--- config.mk ---
export PLATFORM = sky130hd
export DESIGN_NAME = multi_slot_periodic_timer_table
export DESIGN_NICKNAME = d
export VERILOG_FILES = /design/src/rtl/mspt_pkg.sv /design/src/rtl/mspt_dp.sv /design/src/rtl/mspt_ctrl.sv /design/src/rtl/multi_slot_periodic_timer_table.sv
export SDC_FILE = /design/constraint.sdc
export NUM_CORES = 2
export LEC_CHECK = 0
export BUFFER_PORTS_ARGS = -buffer_cell sky130_fd_sc_hd__buf_2
export CAP_MARGIN = 20
export CORE_MARGIN = 1
export CORE_UTILIZATION = 30
export CTS_CLUSTER_DIAMETER = 30
export DETAILED_ROUTE_END_ITERATION = 6
export PLACE_DENSITY_LB_ADDON = 0.08
export REMOVE_ABC_BUFFERS = 1
export SLEW_MARGIN = 5
export SYNTH_ARGS = -nofsm -noshare
export SYNTH_HDL_FRONTEND = slang
export SYNTH_SLANG_ARGS = --single-unit
--- constraint.sdc ---
create_clock -name aclk -period 9.25 [get_ports aclk]
set_input_delay 1.85 -clock aclk [delete_from_list [all_inputs] [get_ports aclk]]
set_output_delay 1.85 -clock aclk [all_outputs]
set_load 0.005 [all_outputs]
--- src/rtl/mspt_pkg.sv ---
// ----------------------------------------------------------------------------
// mspt_pkg
// Shared types and constants for the multi-slot periodic timer table.
// ----------------------------------------------------------------------------
package mspt_pkg;

    localparam int NUM_SLOTS_DEF = 16;

    localparam int IN_DATA_W  = 128;
    localparam int OUT_DATA_W = 32;

    typedef enum logic [1:0] {
        KIND_ADDED       = 2'd0,
        KIND_FIRED       = 2'd1,
        KIND_NOTHING_DUE = 2'd2,
        KIND_TABLE_FULL  = 2'd3
    } kind_t;

    // One slot memory word
    typedef struct packed {
        logic [63:0] due;
        logic [31:0] period;
        logic [31:0] handle;
    } entry_t;

    // Controller to datapath
    typedef struct packed {
        logic load;        // capture the input transfer
        logic add;         // arm a free slot or report table full
        logic scan_clr;    // restart the slot scan
        logic mark_issue;  // read next slot, mark it pending if due
        logic sel_issue;   // read next slot, track earliest pending
        logic fire;        // report and retire the earliest pending slot
        logic none_due;    // report nothing due
    } dp_cmd_t;

    // Datapath to controller
    typedef struct packed {
        logic scan_last;   // current scan address is the last slot
        logic pend_none;   // no slot left to fire
        logic pend_one;    // exactly one slot left to fire
        logic out_free;    // result register can take a result
    } dp_stat_t;

endpackage

--- src/rtl/mspt_dp.sv ---
// ----------------------------------------------------------------------------
// mspt_dp
// Slot memory, valid and pending bits, scan pipeline and result register.
// ----------------------------------------------------------------------------
module mspt_dp #(
    parameter int NUM_SLOTS = mspt_pkg::NUM_SLOTS_DEF
) (
    input  logic                            aclk,
    input  logic                            aresetn,
    input  mspt_pkg::dp_cmd_t               cmd,
    output mspt_pkg::dp_stat_t              stat,
    input  logic [mspt_pkg::IN_DATA_W-1:0]  s_tdata,
    output logic                            m_tvalid,
    input  logic                            m_tready,
    output logic [mspt_pkg::OUT_DATA_W-1:0] m_tdata,
    output logic [1:0]                      m_tuser,
    output logic                            m_tlast
);

    localparam int IDX_W = (NUM_SLOTS > 1) ? $clog2(NUM_SLOTS) : 1;
    localparam int CNT_W = $clog2(NUM_SLOTS + 1);

    // Slot memory
    mspt_pkg::entry_t mem [NUM_SLOTS];

    logic [NUM_SLOTS-1:0] valid_reg, valid_next;
    logic [NUM_SLOTS-1:0] pend_reg, pend_next;
    logic [CNT_W-1:0]     pend_cnt_reg, pend_cnt_next;

    logic [63:0] now_reg;
    logic [31:0] delay_reg;
    logic [31:0] period_reg;
    logic [31:0] handle_reg, handle_next;

    logic [IDX_W-1:0] scan_idx_reg, scan_idx_next;
    logic [IDX_W-1:0] cmp_idx_reg;
    logic             cmp_vld_reg;
    logic             cmp_mark_reg;
    mspt_pkg::entry_t rd_data_reg;

    logic             best_vld_reg, best_vld_next;
    logic [IDX_W-1:0] best_idx_reg, best_idx_next;
    mspt_pkg::entry_t best_reg, best_next;

    logic                 out_vld_reg, out_vld_next;
    mspt_pkg::kind_t      out_kind_reg, out_kind_next;
    logic [31:0]          out_handle_reg, out_handle_next;
    logic                 out_last_reg, out_last_next;

    logic                 wr_en;
    logic [IDX_W-1:0]     wr_addr;
    mspt_pkg::entry_t     wr_data;

    logic [NUM_SLOTS-1:0] free_vec;
    logic [NUM_SLOTS-1:0] free_low;
    logic [IDX_W-1:0]     free_idx;
    logic                 full;
    logic                 rd_en;

    // Lowest free slot
    always_comb begin
        free_vec = ~valid_reg;
        free_low = free_vec & (~free_vec + NUM_SLOTS'(1));
        full     = (free_vec == '0);
        free_idx = '0;
        for (int i = 0; i < NUM_SLOTS; i++) begin
            if (free_low[i]) begin
                free_idx = free_idx | IDX_W'(i);
            end
        end
    end

    assign rd_en = cmd.mark_issue | cmd.sel_issue;

    always_comb begin
        valid_next      = valid_reg;
        pend_next       = pend_reg;
        pend_cnt_next   = pend_cnt_reg;
        handle_next     = handle_reg;
        scan_idx_next   = scan_idx_reg;
        best_vld_next   = best_vld_reg;
        best_idx_next   = best_idx_reg;
        best_next       = best_reg;
        out_vld_next    = out_vld_reg & ~m_tready;
        out_kind_next   = out_kind_reg;
        out_handle_next = out_handle_reg;
        out_last_next   = out_last_reg;
        wr_en           = 1'b0;
        wr_addr         = free_idx;
        wr_data         = '{due: now_reg + {32'd0, delay_reg}, period: period_reg,
                            handle: handle_reg + 32'd1};

        if (cmd.load) begin
            pend_cnt_next = '0;
        end

        if (cmd.scan_clr) begin
            scan_idx_next = '0;
            best_vld_next = 1'b0;
        end else if (rd_en) begin
            scan_idx_next = scan_idx_reg + IDX_W'(1);
        end

        // Compare stage on the registered read data
        if (cmp_vld_reg) begin
            if (cmp_mark_reg) begin
                pend_next[cmp_idx_reg] = valid_reg[cmp_idx_reg] &&
                                         (rd_data_reg.due <= now_reg);
                if (valid_reg[cmp_idx_reg] && (rd_data_reg.due <= now_reg)) begin
                    pend_cnt_next = pend_cnt_reg + CNT_W'(1);
                end
            end else if (pend_reg[cmp_idx_reg] &&
                         (!best_vld_reg || (rd_data_reg.due < best_reg.due))) begin
                best_vld_next = 1'b1;
                best_idx_next = cmp_idx_reg;
                best_next     = rd_data_reg;
            end
        end

        if (cmd.add) begin
            out_vld_next = 1'b1;
            out_last_next = 1'b1;
            if (full) begin
                out_kind_next   = mspt_pkg::KIND_TABLE_FULL;
                out_handle_next = '0;
            end else begin
                wr_en                 = 1'b1;
                valid_next[free_idx]  = 1'b1;
                handle_next           = handle_reg + 32'd1;
                out_kind_next         = mspt_pkg::KIND_ADDED;
                out_handle_next       = handle_reg + 32'd1;
            end
        end

        if (cmd.fire) begin
            out_vld_next            = 1'b1;
            out_kind_next           = mspt_pkg::KIND_FIRED;
            out_handle_next         = best_reg.handle;
            out_last_next           = (pend_cnt_reg == CNT_W'(1));
            pend_next[best_idx_reg] = 1'b0;
            pend_cnt_next           = pend_cnt_reg - CNT_W'(1);
            wr_addr                 = best_idx_reg;
            wr_data                 = '{due: best_reg.due + {32'd0, best_reg.period},
                                        period: best_reg.period,
                                        handle: best_reg.handle};
            if (best_reg.period != 32'd0) begin
                wr_en = 1'b1;
            end else begin
                valid_next[best_idx_reg] = 1'b0;
            end
        end

        if (cmd.none_due) begin
            out_vld_next    = 1'b1;
            out_kind_next   = mspt_pkg::KIND_NOTHING_DUE;
            out_handle_next = '0;
            out_last_next   = 1'b1;
        end
    end

    always_ff @(posedge aclk) begin
        if (wr_en) begin
            mem[wr_addr] <= wr_data;
        end
        if (rd_en) begin
            rd_data_reg <= mem[scan_idx_reg];
        end
    end

    always_ff @(posedge aclk) begin
        if (!aresetn) begin
            valid_reg    <= '0;
            pend_reg     <= '0;
            pend_cnt_reg <= '0;
            handle_reg   <= '0;
            scan_idx_reg <= '0;
            cmp_vld_reg  <= 1'b0;
            cmp_mark_reg <= 1'b0;
            best_vld_reg <= 1'b0;
            out_vld_reg  <= 1'b0;
        end else begin
            valid_reg    <= valid_next;
            pend_reg     <= pend_next;
            pend_cnt_reg <= pend_cnt_next;
            handle_reg   <= handle_next;
            scan_idx_reg <= scan_idx_next;
            cmp_vld_reg  <= rd_en;
            cmp_mark_reg <= cmd.mark_issue;
            best_vld_reg <= best_vld_next;
            out_vld_reg  <= out_vld_next;
        end
    end

    always_ff @(posedge aclk) begin
        if (cmd.load) begin
            now_reg    <= s_tdata[63:0];
            delay_reg  <= s_tdata[95:64];
            period_reg <= s_tdata[127:96];
        end
        cmp_idx_reg    <= scan_idx_reg;
        best_idx_reg   <= best_idx_next;
        best_reg       <= best_next;
        out_kind_reg   <= out_kind_next;
        out_handle_reg <= out_handle_next;
        out_last_reg   <= out_last_next;
    end

    assign stat.scan_last = (scan_idx_reg == IDX_W'(NUM_SLOTS - 1));
    assign stat.pend_none = (pend_cnt_reg == '0);
    assign stat.pend_one  = (pend_cnt_reg == CNT_W'(1));
    assign stat.out_free  = ~out_vld_reg;

    assign m_tvalid = out_vld_reg;
    assign m_tdata  = out_handle_reg;
    assign m_tuser  = out_kind_reg;
    assign m_tlast  = out_last_reg;

endmodule

--- src/rtl/mspt_ctrl.sv ---
// ----------------------------------------------------------------------------
// mspt_ctrl
// Sequencer for add and check operations of the timer table.
// ----------------------------------------------------------------------------
module mspt_ctrl (
    input  logic                  aclk,
    input  logic                  aresetn,
    input  logic                  s_tvalid,
    output logic                  s_tready,
    input  logic                  action,
    input  mspt_pkg::dp_stat_t    stat,
    output mspt_pkg::dp_cmd_t     cmd
);

    typedef enum logic [8:0] {
        ST_IDLE     = 9'b000000001,
        ST_ADD      = 9'b000000010,
        ST_MARK     = 9'b000000100,
        ST_MARK_END = 9'b000001000,
        ST_DECIDE   = 9'b000010000,
        ST_NONE     = 9'b000100000,
        ST_SEL      = 9'b001000000,
        ST_SEL_END  = 9'b010000000,
        ST_FIRE     = 9'b100000000
    } state_t;

    state_t state_reg, state_next;

    always_comb begin
        state_next = state_reg;
        cmd        = '0;
        s_tready   = 1'b0;
        unique case (state_reg)
            ST_IDLE: begin
                s_tready = 1'b1;
                if (s_tvalid) begin
                    cmd.load     = 1'b1;
                    cmd.scan_clr = 1'b1;
                    state_next   = action ? ST_MARK : ST_ADD;
                end
            end
            ST_ADD: begin
                if (stat.out_free) begin
                    cmd.add    = 1'b1;
                    state_next = ST_IDLE;
                end
            end
            ST_MARK: begin
                cmd.mark_issue = 1'b1;
                if (stat.scan_last) begin
                    state_next = ST_MARK_END;
                end
            end
            ST_MARK_END: begin
                state_next = ST_DECIDE;
            end
            ST_DECIDE: begin
                cmd.scan_clr = 1'b1;
                state_next   = stat.pend_none ? ST_NONE : ST_SEL;
            end
            ST_NONE: begin
                if (stat.out_free) begin
                    cmd.none_due = 1'b1;
                    state_next   = ST_IDLE;
                end
            end
            ST_SEL: begin
                cmd.sel_issue = 1'b1;
                if (stat.scan_last) begin
                    state_next = ST_SEL_END;
                end
            end
            ST_SEL_END: begin
                state_next = ST_FIRE;
            end
            ST_FIRE: begin
                if (stat.out_free) begin
                    cmd.fire     = 1'b1;
                    cmd.scan_clr = 1'b1;
                    state_next   = stat.pend_one ? ST_IDLE : ST_SEL;
                end
            end
            default: begin
                state_next = ST_IDLE;
            end
        endcase
    end

    always_ff @(posedge aclk) begin
        if (!aresetn) begin
            state_reg <= ST_IDLE;
        end else begin
            state_reg <= state_next;
        end
    end

endmodule

--- src/rtl/multi_slot_periodic_timer_table.sv ---
// ----------------------------------------------------------------------------
// multi_slot_periodic_timer_table
// Table of one-shot and periodic timer slots with due-order firing.
// ----------------------------------------------------------------------------
// The block holds NUM_SLOTS timer slots in a single-port slot memory, one
// slot read per cycle. An add transfer (s_tuser = 0) arms the lowest free
// slot at now + delay and returns the new handle, or table_full, once
// the result register is free. A check transfer (s_tuser = 1) first
// scans all slots to mark the due ones, then for each due slot runs a
// selection scan over the memory and emits one fired result; a check
// that finds nothing due returns nothing_due. Fired slots come out
// earliest due first, ties to the lower slot; a periodic slot is
// re-armed at due + period and a one-shot slot is freed. A new input
// transfer is taken once the previous item's last result sits in the
// output register.
// ----------------------------------------------------------------------------
module multi_slot_periodic_timer_table #(
    parameter int NUM_SLOTS = mspt_pkg::NUM_SLOTS_DEF
) (
    input  logic                            aclk,
    input  logic                            aresetn,
    // Input channel
    input  logic                            s_tvalid,
    output logic                            s_tready,
    // [63:0] now_us, [95:64] delay_us, [127:96] period_us
    input  logic [mspt_pkg::IN_DATA_W-1:0]  s_tdata,
    // [0] action: 0 add, 1 check and fire
    input  logic                            s_tuser,
    // Result channel
    output logic                            m_tvalid,
    input  logic                            m_tready,
    // [31:0] timer_handle
    output logic [mspt_pkg::OUT_DATA_W-1:0] m_tdata,
    // [1:0] kind
    output logic [1:0]                      m_tuser,
    // last result of the input item
    output logic                            m_tlast
);

    mspt_pkg::dp_cmd_t  cmd;
    mspt_pkg::dp_stat_t stat;

    // Sequence add, mark scan, selection scans and result transfers
    mspt_ctrl u_ctrl (
        .aclk     (aclk),
        .aresetn  (aresetn),
        .s_tvalid (s_tvalid),
        .s_tready (s_tready),
        .action   (s_tuser),
        .stat     (stat),
        .cmd      (cmd)
    );

    // Hold the slots, compare due times, drive the result register
    mspt_dp #(
        .NUM_SLOTS (NUM_SLOTS)
    ) u_dp (
        .aclk     (aclk),
        .aresetn  (aresetn),
        .cmd      (cmd),
        .stat     (stat),
        .s_tdata  (s_tdata),
        .m_tvalid (m_tvalid),
        .m_tready (m_tready),
        .m_tdata  (m_tdata),
        .m_tuser  (m_tuser),
        .m_tlast  (m_tlast)
    );

endmodule
; ---- After elaboration in Yosys (flattened, before gate mapping)
; Memory sizes are Yosys's and may differ from the RTL's. A register that Yosys moved wholly into a read port is not among the register bits.
; Cells that the tools add are included.
[totals]
n_memories = 1
input_bits = 133
ramBits = 2048
regBits = 385
[classes]
eq_ne = 16
reduce_logical = 16
n_bitwise = 13
addsub = 7
order_cmp = 8
mux = 80
[memory_table]
columns = name, words, word_bits, read_ports, rd_clocked_by_memory_dff, wr, line_no
row1 = u_dp.mem, 16, 128, 1, 1, 1, mspt_dp.sv:24  ; mspt_pkg::entry_t mem [NUM_SLOTS];
[op_table]
columns = operator, count
row1 = 64-bit by 32-bit adder with 64-bit output, 2
row2 = 128-bit two-way mux, 1
row3 = 16-bit two-way mux, 7
row4 = 32-bit two-way mux, 3
row5 = 9-bit case mux with 8 select lines, 1
row6 = 64-bit less-or-equal comparator, 1
row7 = 64-bit < comparator, 1
row8 = 16-bit bitwise AND, 3
row9 = 16-bit inverter, 3
row10 = 9-bit two-way mux, 5
row11 = 4-bit two-way mux, 9
row12 = "32-bit by 1-bit adder with 32-bit output, second input constant", 1
row13 = 32-bit nonzero test, 1
row14 = 1-bit two-way mux, 30
row15 = 5-bit two-way mux, 5
row16 = "16-bit by 1-bit adder with 16-bit output, second input constant", 1
row17 = 16-bit bitwise mux, 1
row18 = 16-bit zero test, 1
row19 = 16-bit OR, 1
row20 = "4-bit by 5-bit < comparator with 1-bit output, second input constant", 3
row21 = 3-bit two-way mux, 5
row22 = 7-bit two-way mux, 2
row23 = 1-bit demux with 4-bit select, 3
row24 = "4-bit by 1-bit greater-or-equal comparator with 1-bit output, second input constant", 3
row25 = 30 further kinds, 47

; ---- Longest topological paths before layout
[logic_depth]
word_depth = 29
depth_mapped = 13
depth_no_buf = 12

; ---- Modules after synthesis
; A second synthesis with hierarchy kept.
[hier_totals]
cells_unflattened = 5362
area_unflattened_um2 = 104137.4
[by_module_without_submodules]
columns = module, n_inst, area_per_inst_um2, cells_each
row1 = mspt_dp, 1, 103456.7, 5274
row2 = mspt_ctrl, 1, 680.7, 88

; ---- Worst setup path after synthesis
; OpenSTA, ideal clock, no wires.
[synth_timing]
path_kind = register to register
from = register u_dp.best_reg[125] (netlist name)
to = register u_dp.best_vld_reg
n_path_buf = 0
t_required_ps = 9164
setup_ps = 86
t_arrival_ps = 9346
setup_slack_ps = -182
period_less_slack_ps = 9432
path_stages_with_launch = 10
path_cell_list = edfxtp_1 -> inv_1 -> ha_1 -> a21o_1 -> a21o_1 -> a21oi_1 -> o21ai_0 -> o21bai_1 -> a31oi_1 -> a22o_1
[synth_between]
elab_chain_cells = 6
[synth_lines]
columns = element, line_no
row1 = "start, declared", mspt_dp.sv:43  ; mspt_pkg::entry_t best_reg, best_next;
row2 = "start signal, assigned", mspt_dp.sv:202  ; best_reg <= best_next;
row3 = 64-bit < comparator, mspt_dp.sv:113  ; (!best_vld_reg || (rd_data_reg.due < best_reg.due))) begin
row4 = 1-bit logical OR, mspt_dp.sv:113
row5 = 1-bit logical AND, mspt_dp.sv:112  ; end else if (pend_reg[cmp_idx_reg] &&
row6 = 1-bit two-way mux, mspt_dp.sv:112
row7 = 1-bit two-way mux, mspt_dp.sv:106  ; if (cmp_mark_reg) begin
row8 = 1-bit two-way mux, mspt_dp.sv:105  ; if (cmp_vld_reg) begin
row9 = "end signal, assigned", mspt_dp.sv:189  ; best_vld_reg <= best_vld_next;
row10 = "end, declared", mspt_dp.sv:41  ; logic best_vld_reg, best_vld_next;
; No other way between the ends.
; A chain may end at the register's enable or synchronous reset.

; ---- Worst setup path after layout
[layout_timing]
from = register u_ctrl.state_reg[3]
to = memory u_dp.mem[3][121] (netlist name) (enable)
[layout_between]
elab_chain_cells = 7
[layout_lines]
columns = element, line_no
row1 = "start, declared", mspt_ctrl.sv:27  ; state_t state_reg, state_next;
row2 = "start signal, assigned", mspt_ctrl.sv:93  ; state_reg <= state_next;
row3 = 9-bit by 2-bit equality test with 1-bit output, mspt_ctrl.sv:33  ; unique case (state_reg)
row4 = 1-bit two-way mux, mspt_ctrl.sv:33
row5 = 1-bit two-way mux, mspt_dp.sv:120  ; if (cmd.add) begin
row6 = 1-bit two-way mux, mspt_dp.sv:146  ; if (best_reg.period != 32'd0) begin
row7 = 1-bit two-way mux, mspt_dp.sv:135  ; if (cmd.fire) begin
row8 = 1-bit two-way mux, mspt_dp.sv:162  ; if (wr_en) begin
row9 = 1-bit two-way mux (implied by the code), mspt_dp.sv:163  ; mem[wr_addr] <= wr_data;
row10 = "end, declared", mspt_dp.sv:24
; Parallel ways exist; a longest one is shown, timed or not.

==> summary.md <==
| Metric | Value |
|---|---|
| Status | `finished clean` |
| Crit-path leading delay family | `simple AND/OR/NAND/NOR gates` |
| Hold Crit Endpoint | `u_dp.best_reg[59]$_DFFE_PP_` |
| Min-delay src | `u_dp.rd_data_reg[59]$_DFFE_PP_` |
| Buf/Inv on CP | `2` |
| Final setup violation count | `0` |
| Switching Power | `just under 9 mW` |
| Clock power frac | `approximately three fifths` |
| CP max stage cell | `nor4b_1` |
| Most common cell on crit path | `buf_4` |
| Final hold viol count | `0` |
| Hold_buf cts | `0` |
| Hold Path Class | `reg2reg` |
| Largest stage delay, worst path | `0.82 ns` |
| CTS tree | `yes` |
| Final ANT Viol Nets | `0` |
| Period Utilization, post-route | `58.7%` |
| Area of the multi-input gates | `roughly 0.027 mm2` |
| Pwr Density | `about 290 mW/mm2` |
| Comb power frac | `~5.7%` |
| Worst-path clk slew | `about 0.040 ns` |
| Area after DPL | `~0.11 mm2` |
| Register bit total from synthesis | `2561` |
| Final wirelength | `between 300000 and 400000 um` |
| Sw Share | `around 23%` |
| Fin util | `just under 40%` |
| Clock Root Buffer | `clkbuf_16` |
| CTS resizes | `0` |
| HPWL after DPL | `about 170000 um` |
| Io pins | `170` |
| Share of cells above drive strength 1 | `30.5%` |
| Via Count | `approximately 55000` |
| Cell depth of the worst hold path | `0` |
| First-pass GRT wire length | `roughly 450000 um` |
| Fmax | `184 MHz` |
| R2R Path End | `u_dp.mem[3][121]$_DFFE_PP_` |
| CTS sink count | `around 2600` |
| Critical R2R Launch | `u_ctrl.state_reg[3]$_SDFFE_PN0P_` |
| Syn_area_per_cell | `19.1 um2` |
| R2R setup slack | `3.82 ns` |
| Die height | `590 um` |
| Critical path depth | `10` |
| Initial antenna violation count | `13` |
| Post-layout nets | `6495` |
| Fin area | `between 0.1 and 0.15 mm2` |
| Initial drt markers | `approximately 3800` |
| Req. time, crit path | `roughly 9.9 ns` |
| Sequential Area | `around 0.076 mm2` |
| Largest net degree at the start of global routing | `about 130` |
| Post-synth EDFFs | `roughly 2400` |
| Maximum fanout along the worst path | `37` |
| Slew headroom | `around 20%` |
| Leak | `roughly 43 nW` |
| Primary FF master, synth | `edfxtp_1` |
| Initial Utilization | `a little under a third` |
| Reg power frac | `35.7%` |
| Fillers | `31200` |
| Area grow syn2layout | `28.4%` |
| Clock skew | `0.0514 ns` |
| H-tree levels | `6` |
| Congestion Overflow GR | `0` |
| Vias in the first global route | `between 50000 and 60000` |
| Setup Fix Bufs, Post-CTS | `0` |
| Total global-route track usage | `between 10% and 20%` |
| Die ar. | `0.348 mm2` |
| Critical path type | `reg2reg` |
| Largest register FFs | `around 2000` |
| CP Data Arrival Time | `6.04 ns` |
| Synth warn | `0` |
| Total Power | `~38 mW` |
| Clk_lat worst skew | `roughly 1.0 ns` |
| Synthesized area | `just over 0.1 mm2` |
| DRT Pass-1 Iters | `5` |
| CP endpoint kind | `register` |
| Worst VDD drop | `around 190 uV` |
| DIE WIDTH | `about 600 um` |
| Async SR Flop Fraction | `0%` |
| Worst slew pin tran | `1.21 ns` |
| CTS Buf Count | `about 630` |
| Fin. max-slew vios | `0` |
| Max-Cap Viols | `0` |
| Max Root-Sink Buffers | `4` |
| Cells after synthesis | `approximately 5400` |
| Post-synthesis sequential area ratio | `between 70% and 80%` |
| Int Power | `between 20 and 30 mW` |
| Row cnt | `between 200 and 250` |
| Vias per Instance | `slightly below 5` |
| Cell Chain, Critical Path | `nor3_1, nand3_1, nor4b_1, and2_1, nand2_1, a21boi_0, nand2b_1, nor2_4, buf_4, buf_4` |
| Drc violations | `0` |
| Crit path launch type | `register` |
| RSZ-0062 raised after global routing | `no` |
| PortBufs | `about 170` |
| Number of distinct library cells after synthesis | `78` |
| Routability Congestion | `approximately 0.79` |
| Core area | `roughly 0.34 mm2` |
| Tmin final | `about 5.4 ns` |
| Avg WL per Cell | `approximately 28 um` |
| Cell count of the worst reg-to-reg path | `10` |
[how the worst max path moves through the flow]
stage	startpoint	to	slack, ns
2_1_floorplan	u_dp.scan_idx_reg[0]$_SDFFE_PP0P_	u_ctrl.state_reg[7]$_SDFFE_PN0P_	-13.69
3_3_place_gp	u_ctrl.state_reg[3]$_SDFFE_PN0P_	u_dp.mem[3][125]$_DFFE_PP_	3.85
3_5_place_dp	u_ctrl.state_reg[3]$_SDFFE_PN0P_	u_dp.mem[3][109]$_DFFE_PP_	3.79
4_1_cts	u_ctrl.state_reg[3]$_SDFFE_PN0P_	u_dp.mem[3][121]$_DFFE_PP_	3.75
5_1_grt	u_ctrl.state_reg[3]$_SDFFE_PN0P_	u_dp.mem[11][76]$_DFFE_PP_	3.47
6_report	u_ctrl.state_reg[3]$_SDFFE_PN0P_	u_dp.mem[3][121]$_DFFE_PP_	3.82
[layout make-up]
| cell class | instances | share of cell area (%) |
|---|---|---|
| Sequential cell | 2561 | 56.8 |
| Clock buffer | 729 | 12.4 |
| Tap cell | 4557 | 4.28 |
| Timing Repair Buffer | 347 | 1.85 |
| Inverter | 166 | 0.473 |
| Antenna cell | 3 | 0.00564 |
| Clock inverter | 436 | 4.16 |
| Multi-Input combinational cell | 2457 | 20.1 |
[per-stage QoR]
stage	worst slack (ns)	setup TNS, ns	hold WS, ns	cells
after global routing	3.47	0	0.418	11300
after global placement	3.85	0	0.401	10000
after CTS	3.75	0	0.399	11200
after floorplan	-13.69	-8333.46	0.400	5184
after detailed placement	3.79	0	0.405	10100
final	3.82	0	0.396	11300
[Yosys cell counts, drive strengths merged, types with 8 or more instances]
cell type  number  share of area, %
mux4          649                14
nor3           49              0.24
a21o           47              0.34
o21a           13             0.094
o21ai         143              0.69
mux2i          25              0.24
nand2b         20              0.12
clkbuf        165              0.60
or3            28              0.17
o31ai          15              0.11
a21oi         150              0.72
dfxtp         125               2.4
and3           18              0.11
nand2         287               1.0
ha            196               2.4
o221ai          8             0.068
buf            69              0.28
nor4           31              0.20
nand3          94              0.46
a31oi           9             0.054
a211oi         16              0.12
nor2b          15             0.090
xnor2         119               1.0
nor3b           9             0.075
a221oi          8             0.080
xor2           47              0.40
a22o           16              0.14
a21boi         20              0.14
nand4          62              0.38
edfxtp       2436                71
and2           29              0.17
a22oi          19              0.14
o211ai         26              0.19
nor2          194              0.70
inv           166              0.60
[metal layers]
metal | up-vias | part of all wire, % | wire [um] | global-route usage (%)
met5 | - | 0.0073 | 23 | 0
met4 | 4 | 2.2 | 6780 | 4.83
met3 | 475 | 4.4 | 13900 | 3.08
met2 | 1381 | 47 | 147000 | 28.5
met1 | 29500 | 47 | 146000 | 25.2
li1 | 23900 | - | - | -
[layout by cell type (no fill, tap or decap), drive strengths merged, types with 13 or more instances in the layout]
cell type,synthesis,routed
o21ai,143,143
a21oi,150,150
a22o,16,16
clkbuf,165,730
bufinv,0,96
nand3,94,94
buf,69,346
or3,28,28
nand2,287,287
ha,196,196
dfxtp,125,125
o31ai,15,15
inv,166,191
nand2b,20,20
nor4,31,31
nor2b,15,15
and3,18,18
nor3,49,49
xor2,47,47
and2,29,29
edfxtp,2436,2436
o21a,13,13
clkinv,0,257
mux4,649,649
o211ai,26,26
a21o,47,47
xnor2,119,119
clkinvlp,0,58
a22oi,19,19
a21boi,20,20
mux2i,25,25
nand4,62,62
a211oi,16,16
nor2,194,194
[logic make-up after synthesis]
group / count (synthesis) / synth area share, %
adders and majority gates: 198 / 2.40
AOI/OAI and AO/OA: 552 / 3.43
and+or+nand+nor: 864 / 3.98
muxes: 677 / 14.4
DFF: 2561 / 72.9
xor gates and xnor gates: 166 / 1.40
buffers and inverters: 400 / 1.48
[power groups by stage]
stage	clock network [mW]	registers [mW]	logic, mW
finish	22.5	13.7	2.20
global placement	0	13.9	2.14
detailed placement	0	13.9	2.20
CTS	22.9	13.7	2.21
global route	23.5	13.7	2.44
floorplan	0	13.9	1.39
(Power assumes the default switching activity.)
